==> config.mk <==
export PLATFORM = sky130hd
export DESIGN_NAME = hsv_to_rgb_unit
export DESIGN_NICKNAME = d
export VERILOG_FILES = /design/src/rtl/hsvrgb_pkg.sv /design/src/rtl/hsvrgb_frac.sv /design/src/rtl/hsvrgb_scale.sv /design/src/rtl/hsvrgb_mix.sv /design/src/rtl/hsv_to_rgb_unit.sv
export SDC_FILE = /design/constraint.sdc
export NUM_CORES = 1
export LEC_CHECK = 0
export ABC_AREA = 1
export BUFFER_PORTS_ARGS = -buffer_cell sky130_fd_sc_hd__buf_2
export CORE_MARGIN = 1
export CORE_UTILIZATION = 65
export CTS_CLUSTER_SIZE = 20
export DETAILED_ROUTE_END_ITERATION = 8
export GPL_ROUTABILITY_DRIVEN = 0
export PLACE_DENSITY = 0.88
export SYNTH_ARGS = -nofsm -noshare
export SYNTH_HDL_FRONTEND = slang
export SYNTH_SLANG_ARGS = --single-unit
==> constraint.sdc <==
create_clock -name clock -period 29.1 [get_ports clock]
set_clock_uncertainty 0.15 [all_clocks]
set_input_delay 8.73 -clock clock [delete_from_list [all_inputs] [get_ports clock]]
set_output_delay 8.73 -clock clock [all_outputs]
set_load 0.02 [all_outputs]
==> src/rtl/hsvrgb_pkg.sv <==
// ----------------------------------------------------------------------------
// hsvrgb_pkg
// Types, constants and helpers shared by the HSV to RGB pipeline.
// ----------------------------------------------------------------------------
package hsvrgb_pkg;

   localparam int unsigned HUE_WIDTH = 13;

   localparam logic [HUE_WIDTH-1:0] HUE_FULL_TURN  = 13'd5760;
   localparam logic [HUE_WIDTH-1:0] HUE_PER_SECTOR = 13'd960;

   // floor(rem * 256 / 960) == (rem * FRAC_RECIP) >> 16 for rem < 960
   localparam logic [14:0] FRAC_RECIP = 15'd17480;

   localparam logic [7:0] FULL_SCALE = 8'd255;

   typedef enum logic [2:0] {
      SECTOR_RED     = 3'd0,
      SECTOR_YELLOW  = 3'd1,
      SECTOR_GREEN   = 3'd2,
      SECTOR_CYAN    = 3'd3,
      SECTOR_BLUE    = 3'd4,
      SECTOR_MAGENTA = 3'd5
   } sector_type;

   typedef struct packed {
      logic [HUE_WIDTH-1:0] hue;
      logic [7:0]           saturation;
      logic [7:0]           brightness;
   } req_type;

   typedef struct packed {
      logic [7:0] red;
      logic [7:0] green;
      logic [7:0] blue;
   } rsp_type;

   // output of the fraction stages
   typedef struct packed {
      sector_type  sector;
      logic [7:0]  frac;
      logic [15:0] p_prod;
      logic [7:0]  saturation;
      logic [7:0]  brightness;
   } frac_type;

   // output of the scale stages
   typedef struct packed {
      sector_type  sector;
      logic [15:0] q_prod;
      logic [15:0] t_prod;
      logic [7:0]  p_val;
      logic [7:0]  brightness;
   } scale_type;

   // exact floor(y / 255) for y up to 255 * 255
   function automatic logic [7:0] div255(input logic [15:0] y);
      logic [16:0] sum;
      sum = {1'b0, y} + {9'd0, y[15:8]} + 17'd1;
      return sum[15:8];
   endfunction

endpackage

==> src/rtl/hsvrgb_frac.sv <==
// ----------------------------------------------------------------------------
// hsvrgb_frac
// Hue wrap, sector split, sector fraction and the p product (two stages).
// ----------------------------------------------------------------------------
module hsvrgb_frac import hsvrgb_pkg::*; (
   input  logic     clock,
   input  logic     reset,
   input  logic     advance,
   input  logic     in_valid,
   input  req_type  in_data,
   output logic     out_valid,
   output frac_type out_data
);

   logic [HUE_WIDTH-1:0] hue_wrap;
   logic [HUE_WIDTH-1:0] sector_base;
   sector_type           sector_in;
   logic [9:0]           rem_in;

   logic                 s1_valid_ff;
   sector_type           s1_sector_ff;
   logic [9:0]           s1_rem_ff;
   logic [7:0]           s1_sat_ff;
   logic [7:0]           s1_bri_ff;

   logic [24:0]          frac_prod;
   frac_type             s2_in;
   logic                 s2_valid_ff;
   frac_type             s2_ff;

   always_comb begin
      hue_wrap = (in_data.hue >= HUE_FULL_TURN) ? in_data.hue - HUE_FULL_TURN : in_data.hue;
      if (hue_wrap < HUE_PER_SECTOR) begin
         sector_in   = SECTOR_RED;
         sector_base = '0;
      end else if (hue_wrap < 13'(2 * HUE_PER_SECTOR)) begin
         sector_in   = SECTOR_YELLOW;
         sector_base = HUE_PER_SECTOR;
      end else if (hue_wrap < 13'(3 * HUE_PER_SECTOR)) begin
         sector_in   = SECTOR_GREEN;
         sector_base = 13'(2 * HUE_PER_SECTOR);
      end else if (hue_wrap < 13'(4 * HUE_PER_SECTOR)) begin
         sector_in   = SECTOR_CYAN;
         sector_base = 13'(3 * HUE_PER_SECTOR);
      end else if (hue_wrap < 13'(5 * HUE_PER_SECTOR)) begin
         sector_in   = SECTOR_BLUE;
         sector_base = 13'(4 * HUE_PER_SECTOR);
      end else begin
         sector_in   = SECTOR_MAGENTA;
         sector_base = 13'(5 * HUE_PER_SECTOR);
      end
      rem_in = 10'(hue_wrap - sector_base);
   end

   always_ff @(posedge clock) begin
      if (reset) begin
         s1_valid_ff <= 1'b0;
      end else if (advance) begin
         s1_valid_ff <= in_valid;
      end
      if (advance) begin
         s1_sector_ff <= sector_in;
         s1_rem_ff    <= rem_in;
         s1_sat_ff    <= in_data.saturation;
         s1_bri_ff    <= in_data.brightness;
      end
   end

   always_comb begin
      frac_prod         = {15'd0, s1_rem_ff} * {10'd0, FRAC_RECIP};
      s2_in.sector      = s1_sector_ff;
      s2_in.frac        = frac_prod[23:16];
      s2_in.p_prod      = s1_bri_ff * (FULL_SCALE - s1_sat_ff);
      s2_in.saturation  = s1_sat_ff;
      s2_in.brightness  = s1_bri_ff;
   end

   always_ff @(posedge clock) begin
      if (reset) begin
         s2_valid_ff <= 1'b0;
      end else if (advance) begin
         s2_valid_ff <= s1_valid_ff;
      end
      if (advance) begin
         s2_ff <= s2_in;
      end
   end

   assign out_valid = s2_valid_ff;
   assign out_data  = s2_ff;

endmodule

==> src/rtl/hsvrgb_scale.sv <==
// ----------------------------------------------------------------------------
// hsvrgb_scale
// Saturation weighting of the fraction and the brightness products (two stages).
// ----------------------------------------------------------------------------
module hsvrgb_scale import hsvrgb_pkg::*; (
   input  logic      clock,
   input  logic      reset,
   input  logic      advance,
   input  logic      in_valid,
   input  frac_type  in_data,
   output logic      out_valid,
   output scale_type out_data
);

   logic [15:0] fq_prod;
   logic [16:0] ft_prod;
   logic [8:0]  frac_inv;
   logic [7:0]  kq_in;
   logic [7:0]  kt_in;
   logic [7:0]  p_in;

   logic        s3_valid_ff;
   sector_type  s3_sector_ff;
   logic [7:0]  s3_kq_ff;
   logic [7:0]  s3_kt_ff;
   logic [7:0]  s3_p_ff;
   logic [7:0]  s3_bri_ff;

   scale_type   s4_in;
   logic        s4_valid_ff;
   scale_type   s4_ff;

   always_comb begin
      frac_inv = 9'd256 - {1'b0, in_data.frac};
      fq_prod  = in_data.frac * in_data.saturation;
      ft_prod  = frac_inv * {1'b0, in_data.saturation};
      kq_in    = FULL_SCALE - fq_prod[15:8];
      kt_in    = FULL_SCALE - ft_prod[15:8];
      p_in     = div255(in_data.p_prod);
   end

   always_ff @(posedge clock) begin
      if (reset) begin
         s3_valid_ff <= 1'b0;
      end else if (advance) begin
         s3_valid_ff <= in_valid;
      end
      if (advance) begin
         s3_sector_ff <= in_data.sector;
         s3_kq_ff     <= kq_in;
         s3_kt_ff     <= kt_in;
         s3_p_ff      <= p_in;
         s3_bri_ff    <= in_data.brightness;
      end
   end

   always_comb begin
      s4_in.sector     = s3_sector_ff;
      s4_in.q_prod     = s3_bri_ff * s3_kq_ff;
      s4_in.t_prod     = s3_bri_ff * s3_kt_ff;
      s4_in.p_val      = s3_p_ff;
      s4_in.brightness = s3_bri_ff;
   end

   always_ff @(posedge clock) begin
      if (reset) begin
         s4_valid_ff <= 1'b0;
      end else if (advance) begin
         s4_valid_ff <= s3_valid_ff;
      end
      if (advance) begin
         s4_ff <= s4_in;
      end
   end

   assign out_valid = s4_valid_ff;
   assign out_data  = s4_ff;

endmodule

==> src/rtl/hsvrgb_mix.sv <==
// ----------------------------------------------------------------------------
// hsvrgb_mix
// Final scaling of q and t and the six-way sector select into the output register.
// ----------------------------------------------------------------------------
module hsvrgb_mix import hsvrgb_pkg::*; (
   input  logic      clock,
   input  logic      reset,
   input  logic      advance,
   input  logic      in_valid,
   input  scale_type in_data,
   output logic      out_valid,
   output rsp_type   out_data
);

   logic [7:0] q_val;
   logic [7:0] t_val;
   logic [7:0] v_val;
   logic [7:0] p_val;
   rsp_type    rsp_in;
   logic       rsp_valid_ff;
   rsp_type    rsp_ff;

   always_comb begin
      q_val = div255(in_data.q_prod);
      t_val = div255(in_data.t_prod);
      v_val = in_data.brightness;
      p_val = in_data.p_val;
      case (in_data.sector)
         SECTOR_RED: begin
            rsp_in = '{red: v_val, green: t_val, blue: p_val};
         end
         SECTOR_YELLOW: begin
            rsp_in = '{red: q_val, green: v_val, blue: p_val};
         end
         SECTOR_GREEN: begin
            rsp_in = '{red: p_val, green: v_val, blue: t_val};
         end
         SECTOR_CYAN: begin
            rsp_in = '{red: p_val, green: q_val, blue: v_val};
         end
         SECTOR_BLUE: begin
            rsp_in = '{red: t_val, green: p_val, blue: v_val};
         end
         default: begin
            rsp_in = '{red: v_val, green: p_val, blue: q_val};
         end
      endcase
   end

   always_ff @(posedge clock) begin
      if (reset) begin
         rsp_valid_ff <= 1'b0;
      end else if (advance) begin
         rsp_valid_ff <= in_valid;
      end
      if (advance) begin
         rsp_ff <= rsp_in;
      end
   end

   assign out_valid = rsp_valid_ff;
   assign out_data  = rsp_ff;

endmodule

==> src/rtl/hsv_to_rgb_unit.sv <==
// ----------------------------------------------------------------------------
// hsv_to_rgb_unit
// HSV to RGB pixel converter, five-stage pipeline.
// ----------------------------------------------------------------------------
// A request on req_* carries hue in sixteenths of a degree plus 8-bit
// saturation and brightness; each request gives exactly one rsp_* result
// with 8-bit red, green and blue. A request is taken on a clock edge where
// req_valid is high and req_stall is low; a result leaves the same way on
// rsp_valid / rsp_stall.
// One request is accepted every cycle while the pipeline is not stalled:
// the five stage registers (sector split, fraction and p product,
// saturation weights, brightness products, final scale and select) each
// hold a different pixel.
// When the receiver stalls a waiting result, the whole pipeline holds and
// req_stall goes high in the same cycle; nothing is dropped or repeated.
// Bubbles stay in place, so the request side sees back-pressure only while
// a result is actually waiting.
// Reset clears all valid bits; no result is shown until new requests arrive.
// ----------------------------------------------------------------------------
module hsv_to_rgb_unit import hsvrgb_pkg::*; (
   input  logic    clock,
   input  logic    reset,
   input  logic    req_valid,
   output logic    req_stall,
   input  req_type req_data,
   output logic    rsp_valid,
   input  logic    rsp_stall,
   output rsp_type rsp_data
);

   logic      advance;
   logic      frac_valid;
   frac_type  frac_data;
   logic      scale_valid;
   scale_type scale_data;

   // hold everything while a finished result waits
   assign advance   = !(rsp_valid && rsp_stall);
   assign req_stall = !advance;

   hsvrgb_frac u_frac (
      .clock     (clock),
      .reset     (reset),
      .advance   (advance),
      .in_valid  (req_valid),
      .in_data   (req_data),
      .out_valid (frac_valid),
      .out_data  (frac_data)
   );

   hsvrgb_scale u_scale (
      .clock     (clock),
      .reset     (reset),
      .advance   (advance),
      .in_valid  (frac_valid),
      .in_data   (frac_data),
      .out_valid (scale_valid),
      .out_data  (scale_data)
   );

   hsvrgb_mix u_mix (
      .clock     (clock),
      .reset     (reset),
      .advance   (advance),
      .in_valid  (scale_valid),
      .in_data   (scale_data),
      .out_valid (rsp_valid),
      .out_data  (rsp_data)
   );

endmodule

==> results by group, run 1 <==
Status
  • Status: completed

Timing
  • Worst slew pin tran: 978 ps
  • Rel. slew slack: about a third
  • Setup TNS: 0 ps
  • Setup Viol. Count Final: 0
  • Hold Fails Final Rpt: 0
  • Slew Viols, Final: 0
  • Period utilization: 63.9%
  • Hold Slack: 273 ps
  • Fmax: 0.0538 GHz
  • RSZ-0062 raised after global routing: false
  • Clock period minus final worst setup slack: 18600 ps

Yosys
  • List of most frequent post-synthesis cells: inv_1, nand2_1, ha_1
  • Sequential fraction of the synthesis area: around 29%
  • Top-count cell post-synth: inv_1
  • Synth cell types: 44
  • Ys Warns: 0
  • Synth Flop Type: edfxtp_1
  • Synth area leaders: edfxtp_1, fa_1, ha_1, inv_1, nand2_1
  • Post-Syn Nets: 2685
  • Syn_area_per_cell: 8.75 sq um
  • Post-synth top area share: 28.1%
  • Post-synth design cell area: 19400 sq um
  • Cell accounting for the most synthesized area: edfxtp_1
  • Post-synth EDFFs: approximately 180
  • Syn Inst Count: 2221
  • Post-synthesis async set-or-reset flop share: 0%
  • Post-synthesis register bit count: 187

Cells and area
  • Non-Filler Instances: 2645
  • Ant. Diodes: 0
  • Share of cells above drive strength 1: 5.44%
  • Post-route cell area: slightly above 20000 sq um
  • Area grow syn2layout: 6.29%
  • Nets: 2712

Drt
  • DR iter-0 viols: 1619
  • WL/cell: 16.3 um
  • Vias: between 15k and 20k
  • Met3 wire len: between 3000 and 4000 um
  • Via-to-Cell Ratio: around 5.8
  • Top sig layer: met4
  • Final WL: 43000 um
  • Met2 WL: 21300 um
  • 1st-pass router iterations: 6
  • Final ANT Viol Nets: 0
  • # DRC: 0
  • Met1 wire length: 16000 um

CTS
  • Max clock buf depth: 2
  • CTS sink cnt: ~190
  • CTS root buffer: clkbuf_16
  • Worst-path clk slew: roughly 80 ps
  • H-tree depth: 4
  • Skew-Pair Late Insertion Delay: 460 ps
  • Post-CTS resize count: 0
  • CTS tree: built
  • Postcts setup bufs: 0
  • CTS Buf Count: 17
  • CTS Hold Bufs: 0

Run
  • Max-cap violation count: 0

Global route
  • Overall Global Routing Usage: 29.4%
  • Grt ovf: 0
  • Initial antenna violation count: 0
  • Number of global-route vias before repair: 15.8k
  • Pin count of the biggest net entering global routing: 82
  • First-pass GRT wire length: 72000 um

Placement
  • Placed cell areas: 20000 sq um
  • Placed cells: 2613
  • Detail Placement HPWL: approximately 33000 um
  • PortBufs: 58

Worst setup path
  • Crit path DAT: between 9000 and 10000 ps
  • Reg2Reg Setup Slack: roughly 23000 ps
  • Reg-to-Reg End: u_scale.s3_kt_ff[7]
  • Worst Setup End Kind: output pin
  • Crit start category: input pin
  • WP data required: approximately 20000 ps
  • Setup CP Type: input pin to output pin
  • R2R Path Start: u_frac.out_data[33]
  • Crit path buf inv count: 3
  • Critical-path cell list: buf_2, nand2_4, inv_1, buf_2
  • Most used cell, CP: buf_2
  • Max stage delay cell, worst path: nand2_4
  • R2r worst-path depth: 21
  • Crit-path leading delay family: buffers and inverters
  • CP max FO: 48
  • Worst path max stage delay: approximately 430 ps

Floorplan
  • Die ar.: ~30000 sq um
  • Num ports: 59
  • Die H: 175 um
  • Die Wd: between 150 and 200 um
  • Initial core utilization: 66.8%
  • Core Area: 29100 sq um
  • # rows: 62

Hold path
  • Hold crit path type: register to register
  • WHS Endpoint: u_frac.out_data[42]
  • Worst Min Path Start: u_frac.s1_sector_ff[2]
  • Cell depth of the worst hold path: 0
==> worst reg2reg max path, stage by stage, from the launching register on <==
cell and delay, ps:
edfxtp_1 570, inv_1 110, ha_1 180, nand2_1 90, xnor2_1 610, or2_2 250, fa_1 430, fa_1 500
inv_1 70, fa_1 530, inv_1 60, fa_1 540, inv_1 40, ha_1 350, nand2_1 70, o21a_1 190
o21ai_1 140, nand2_1 100, nand2_1 130, nand2_1 70, nand2_1 70, xor2_1 300
==> placed cells by master, fill, tap and decap left out, drive strengths merged, types with 4 or more instances in the layout <==
| cell | synthesis | final |
|---|---|---|
| xnor2 | 30 | 30 |
| dfxtp | 5 | 5 |
| xor2 | 46 | 46 |
| inv | 509 | 520 |
| nand2 | 489 | 489 |
| o2111ai | 8 | 8 |
| nor2 | 172 | 172 |
| a31oi | 11 | 11 |
| edfxtp | 182 | 182 |
| clkinv | 0 | 4 |
| or2 | 5 | 5 |
| fa | 191 | 191 |
| o21ai | 51 | 51 |
| nand4 | 22 | 22 |
| clkbuf | 46 | 17 |
| a211oi | 5 | 5 |
| nand3b | 6 | 6 |
| ha | 240 | 240 |
| o21bai | 4 | 4 |
| nand3 | 68 | 68 |
| nor3 | 14 | 14 |
| buf | 8 | 62 |
| a22oi | 10 | 10 |
| a21oi | 82 | 82 |
==> how the worst max path moves through the flow <==
stage / start / endpoint / depth (start not counted)
finish: rsp_stall / req_stall / 4
global route: rsp_stall / req_stall / 4
CTS: rsp_stall / req_stall / 4
detailed placement: rsp_stall / req_stall / 4
global placement: rsp_stall / req_stall / 4
floorplan: rsp_stall / req_stall / 2
==> per-stage QoR <==
| stage | setup slack (ps) | utilization (%) |
|---|---|---|
| after floorplan | 6490 | - |
| final | 10500 | 71.0 |
| after global placement | 10540 | 68.8 |
| after CTS | 10490 | 71.0 |
| after global routing | 10380 | 71.0 |
| after detailed placement | 10480 | 68.8 |
==> state kept, by name (all words and copies together) (netlist names), 8 cells and up <==
signal             count
u_frac.s1_sat_ff       8
u_frac.s1_rem_ff      10
u_frac.s1_bri_ff       8
u_scale.out_data      51
u_frac.out_data       43
u_scale.s3_kq_ff       8
u_scale.s3_p_ff        8
u_scale.s3_kt_ff       8
u_mix.out_data        24
u_scale.s3_bri_ff      8
==> cell type report <==
cell class / instances / area (sq um)
repair buffers: 62 / 320
inverters: 509 / 1910
fillers: 2002 / 8430
well taps: 384 / 480
clock inverters: 15 / 218
flip-flops and latches: 187 / 5570
multi-input cells: 1471 / 11700
clock buffers: 17 / 425
==> per-layer routing <==
layer  global-route usage [%]  up-vias
met5                        0        -
met4                     15.6        0
met3                     4.11      237
met2                     51.9      839
met1                     34.7     7164
li1                         -     6997
==> kinds of logic after synthesis <==
group	after synthesis	share of synthesized area, %
simple gates	779	16.3
buf+inv	563	11.0
fa+ha+maj	431	35.1
flops	187	28.6
compound gates	185	5.50
xor+xnor	76	3.46
Power of run 1 is not shown: default switching activity piles up to over one toggle a cycle in this logic, so the estimate is an artifact.
==> run 2, diff against run 1 <==
--- a/config.mk
+++ b/config.mk
@@ -5,14 +5,14 @@
 export SDC_FILE = /design/constraint.sdc
 export NUM_CORES = 1
 export LEC_CHECK = 0
-export ABC_AREA = 1
+export ABC_AREA = 0
 export BUFFER_PORTS_ARGS = -buffer_cell sky130_fd_sc_hd__buf_2
 export CORE_MARGIN = 1
-export CORE_UTILIZATION = 65
+export CORE_UTILIZATION = 59
 export CTS_CLUSTER_SIZE = 20
 export DETAILED_ROUTE_END_ITERATION = 8
 export GPL_ROUTABILITY_DRIVEN = 0
-export PLACE_DENSITY = 0.88
+export PLACE_DENSITY = 0.84
 export SYNTH_ARGS = -nofsm -noshare
 export SYNTH_HDL_FRONTEND = slang
 export SYNTH_SLANG_ARGS = --single-unit
==> constraint.sdc (replaced) <==
create_clock -name clock -period 15.6 [get_ports clock]
set_clock_uncertainty 0.15 [all_clocks]
set_input_delay 4.68 -clock clock [delete_from_list [all_inputs] [get_ports clock]]
set_output_delay 4.68 -clock clock [all_outputs]
set_load 0.02 [all_outputs]
==> run 2 against run 1 <==
- design area down 0.49%
- first-iteration DRC count decreased by 30%
- via count fell by 11%
- flip-flop and latch count unchanged
- register-to-register slack worse by 14000 ps
- critical path type unchanged
==> results by group, run 2 <==
Status
  • Status: completed

Timing
  • Setup Viol. Count Final: 0
  • Slew Viols, Final: 0
  • Hold Fails Final Rpt: 0
  • Setup TNS: 0 ps
  • Worst slew pin tran: approximately 1100 ps
  • Clock period minus final worst setup slack: 10540 ps
  • Rel. slew slack: 28.3%
  • Period utilization: 67.6%
  • Fmax: roughly 0.095 GHz
  • RSZ-0062 raised after global routing: false
  • Worst setup margin: 5060 ps

Yosys
  • Post-Syn Nets: 2327
  • Top-count cell post-synth: inv_1
  • Syn Inst Count: 1863
  • Post-synth top area share: approximately 29%
  • Ys Warns: 0
  • Post-synth design cell area: 19200 sq um
  • Syn_area_per_cell: approximately 10 sq um
  • Synth area leaders: edfxtp_1, fa_1, ha_1, inv_1, and2_1
  • Post-synthesis register bit count: roughly 190
  • Synth Flop Type: edfxtp_1
  • Synth cell types: between 70 and 80
  • Sequential fraction of the synthesis area: 29.0%
  • Cell accounting for the most synthesized area: edfxtp_1
  • List of most frequent post-synthesis cells: inv_1, ha_1, fa_1
  • Post-synth EDFFs: 182
  • Post-synthesis async set-or-reset flop share: 0%

CTS
  • CTS Buf Count: 17
  • Max clock buf depth: 2
  • CTS root buffer: clkbuf_16
  • Postcts setup bufs: 0
  • Post-CTS resize count: 0
  • Worst-path clk slew: roughly 70 ps
  • CTS Hold Bufs: 0
  • Skew-Pair Late Insertion Delay: between 400 and 500 ps
  • CTS tree: built
  • H-tree depth: 4
  • CTS sink cnt: 187

Drt
  • 1st-pass router iterations: 5
  • DR iter-0 viols: 1126
  • Final WL: 38300 um
  • Final ANT Viol Nets: 0
  • Vias: 13.5k
  • Via-to-Cell Ratio: 5.74
  • # DRC: 0
  • WL/cell: 16.3 um

Worst setup path
  • Most used cell, CP: buf_2
  • WP data required: about 11000 ps
  • Max stage delay cell, worst path: nand2_4
  • Crit-path leading delay family: buffers and inverters
  • Crit path buf inv count: 3
  • Worst path max stage delay: approximately 460 ps
  • CP max FO: 53
  • Crit path DAT: ~5700 ps
  • Setup CP Type: input pin to output pin
  • Crit start category: input pin
  • Worst Setup End Kind: output pin
  • Critical-path cell list: buf_2, nand2_4, inv_1, buf_2
  • Reg2Reg Setup Slack: 9370 ps

Run
  • Max-cap violation count: 0

Placement
  • Detail Placement HPWL: 29100 um
  • PortBufs: 58
  • Post-Place Setup Slack: 5050 ps

Global route
  • Pin count of the biggest net entering global routing: 82
  • Grt ovf: 0
  • Initial antenna violation count: 0
  • Number of global-route vias before repair: 14.4k
  • Overall Global Routing Usage: between 20% and 30%
  • First-pass GRT wire length: about 66000 um

Cells and area
  • Ant. Diodes: 0
  • Nets: between 2k and 2.5k
  • Most common cell after layout, fill and taps aside: inv_1
  • Max reg flops: 51
  • Fill count: 2346
  • Commonest non-fill, non-tap cells in the layout: inv_1, ha_1, fa_1, edfxtp_1, nand2_1
  • Share of cells above drive strength 1: 6.61%
  • Area grow syn2layout: 7.26%

Floorplan
  • Num ports: 59
  • Die ar.: approximately 33000 sq um
  • # rows: 65
  • Core Area: about 32000 sq um
  • Initial core utilization: 60.3%
  • Die H: about 180 um
  • Die Wd: 182 um

Hold path
  • Hold crit path type: register to register
[run 2: cell count changes after synthesis, moves of 15 or more]
cell	delta
nand2_1	-315
inv_1	-200
and2_1	+144
nor2_1	-100
nand2b_1	+45
nor2b_1	+44
nand3_1	-43
a21oi_1	-32
xnor2_1	+28
o21a_1	+17
xor2_1	-17
nand4_1	-15
[run 2: cells by family (layout without fill, tap and decap cells)]
group | after synthesis | in the layout | share of synthesized area, %
flops | 187 | 187 | 29.0
compound gates | 238 | 238 | 8.75
fa+ha+maj | 431 | 431 | 35.6
xor+xnor | 86 | 86 | 3.93
simple gates | 568 | 568 | 15.6
buf+inv | 348 | 406 | 6.81
mux | 5 | 5 | 0.261
[run 2: metal layers]
layer	share of wire (%)	up-vias	global-route usage, %	routed length, um
met5	0	-	0	0
met4	3.1	0	9.04	1180
met3	5.4	111	3.95	2070
met2	51	454	44.7	19700
met1	40	6628	29.9	15400
li1	-	6322	-	-
[run 2: layout make-up]
cell class                      count  area, sq um  area share, %
Tap cell                          435          544           2.65
Sequential cell                   187         5570           27.1
Inverter                          306         1150           5.59
Multi-Input combinational cell   1328        12300           59.9
Clock inverter                     15          206           1.00
Timing Repair Buffer               68          365           1.78
Clock buffer                       17          425           2.07
[run 2: path summary, 6_finish.rpt]
path	cells past startpoint	startpoint	endpoint
hold / removal	0	u_frac.s1_sector_ff[2]	u_frac.out_data[42]
setup / recovery	4	rsp_stall	req_stall
setup reg to reg	19	u_frac.out_data[33]	u_scale.s3_kt_ff[7]
hold reg to reg	0	u_frac.s1_sector_ff[2]	u_frac.out_data[42]
[run 2: stage by stage]
step	instances	instance area [sq um]	utilization, %	hold slack, ps
floorplan	1863	19200	-	250
global placement	2324	19900	62.7	251
detailed placement	2324	19900	62.7	255
CTS	2356	20600	64.7	274
global route	2356	20600	64.7	274
finish	2356	20600	64.7	273
[run 2: worst register-to-register path: stages (launching register included)]
cell	delay, ps
edfxtp_1	510
inv_1	160
ha_1	190
nand2_1	80
or3_1	360
nor3_1	660
and2_1	250
fa_1	430
fa_1	470
fa_1	540
inv_1	50
fa_1	530
inv_1	50
ha_1	340
and3_1	200
a21oi_1	100
o21ai_0	170
o41ai_1	490
o21bai_1	140
xnor2_1	140
Power of run 2 is left out for the same reason.
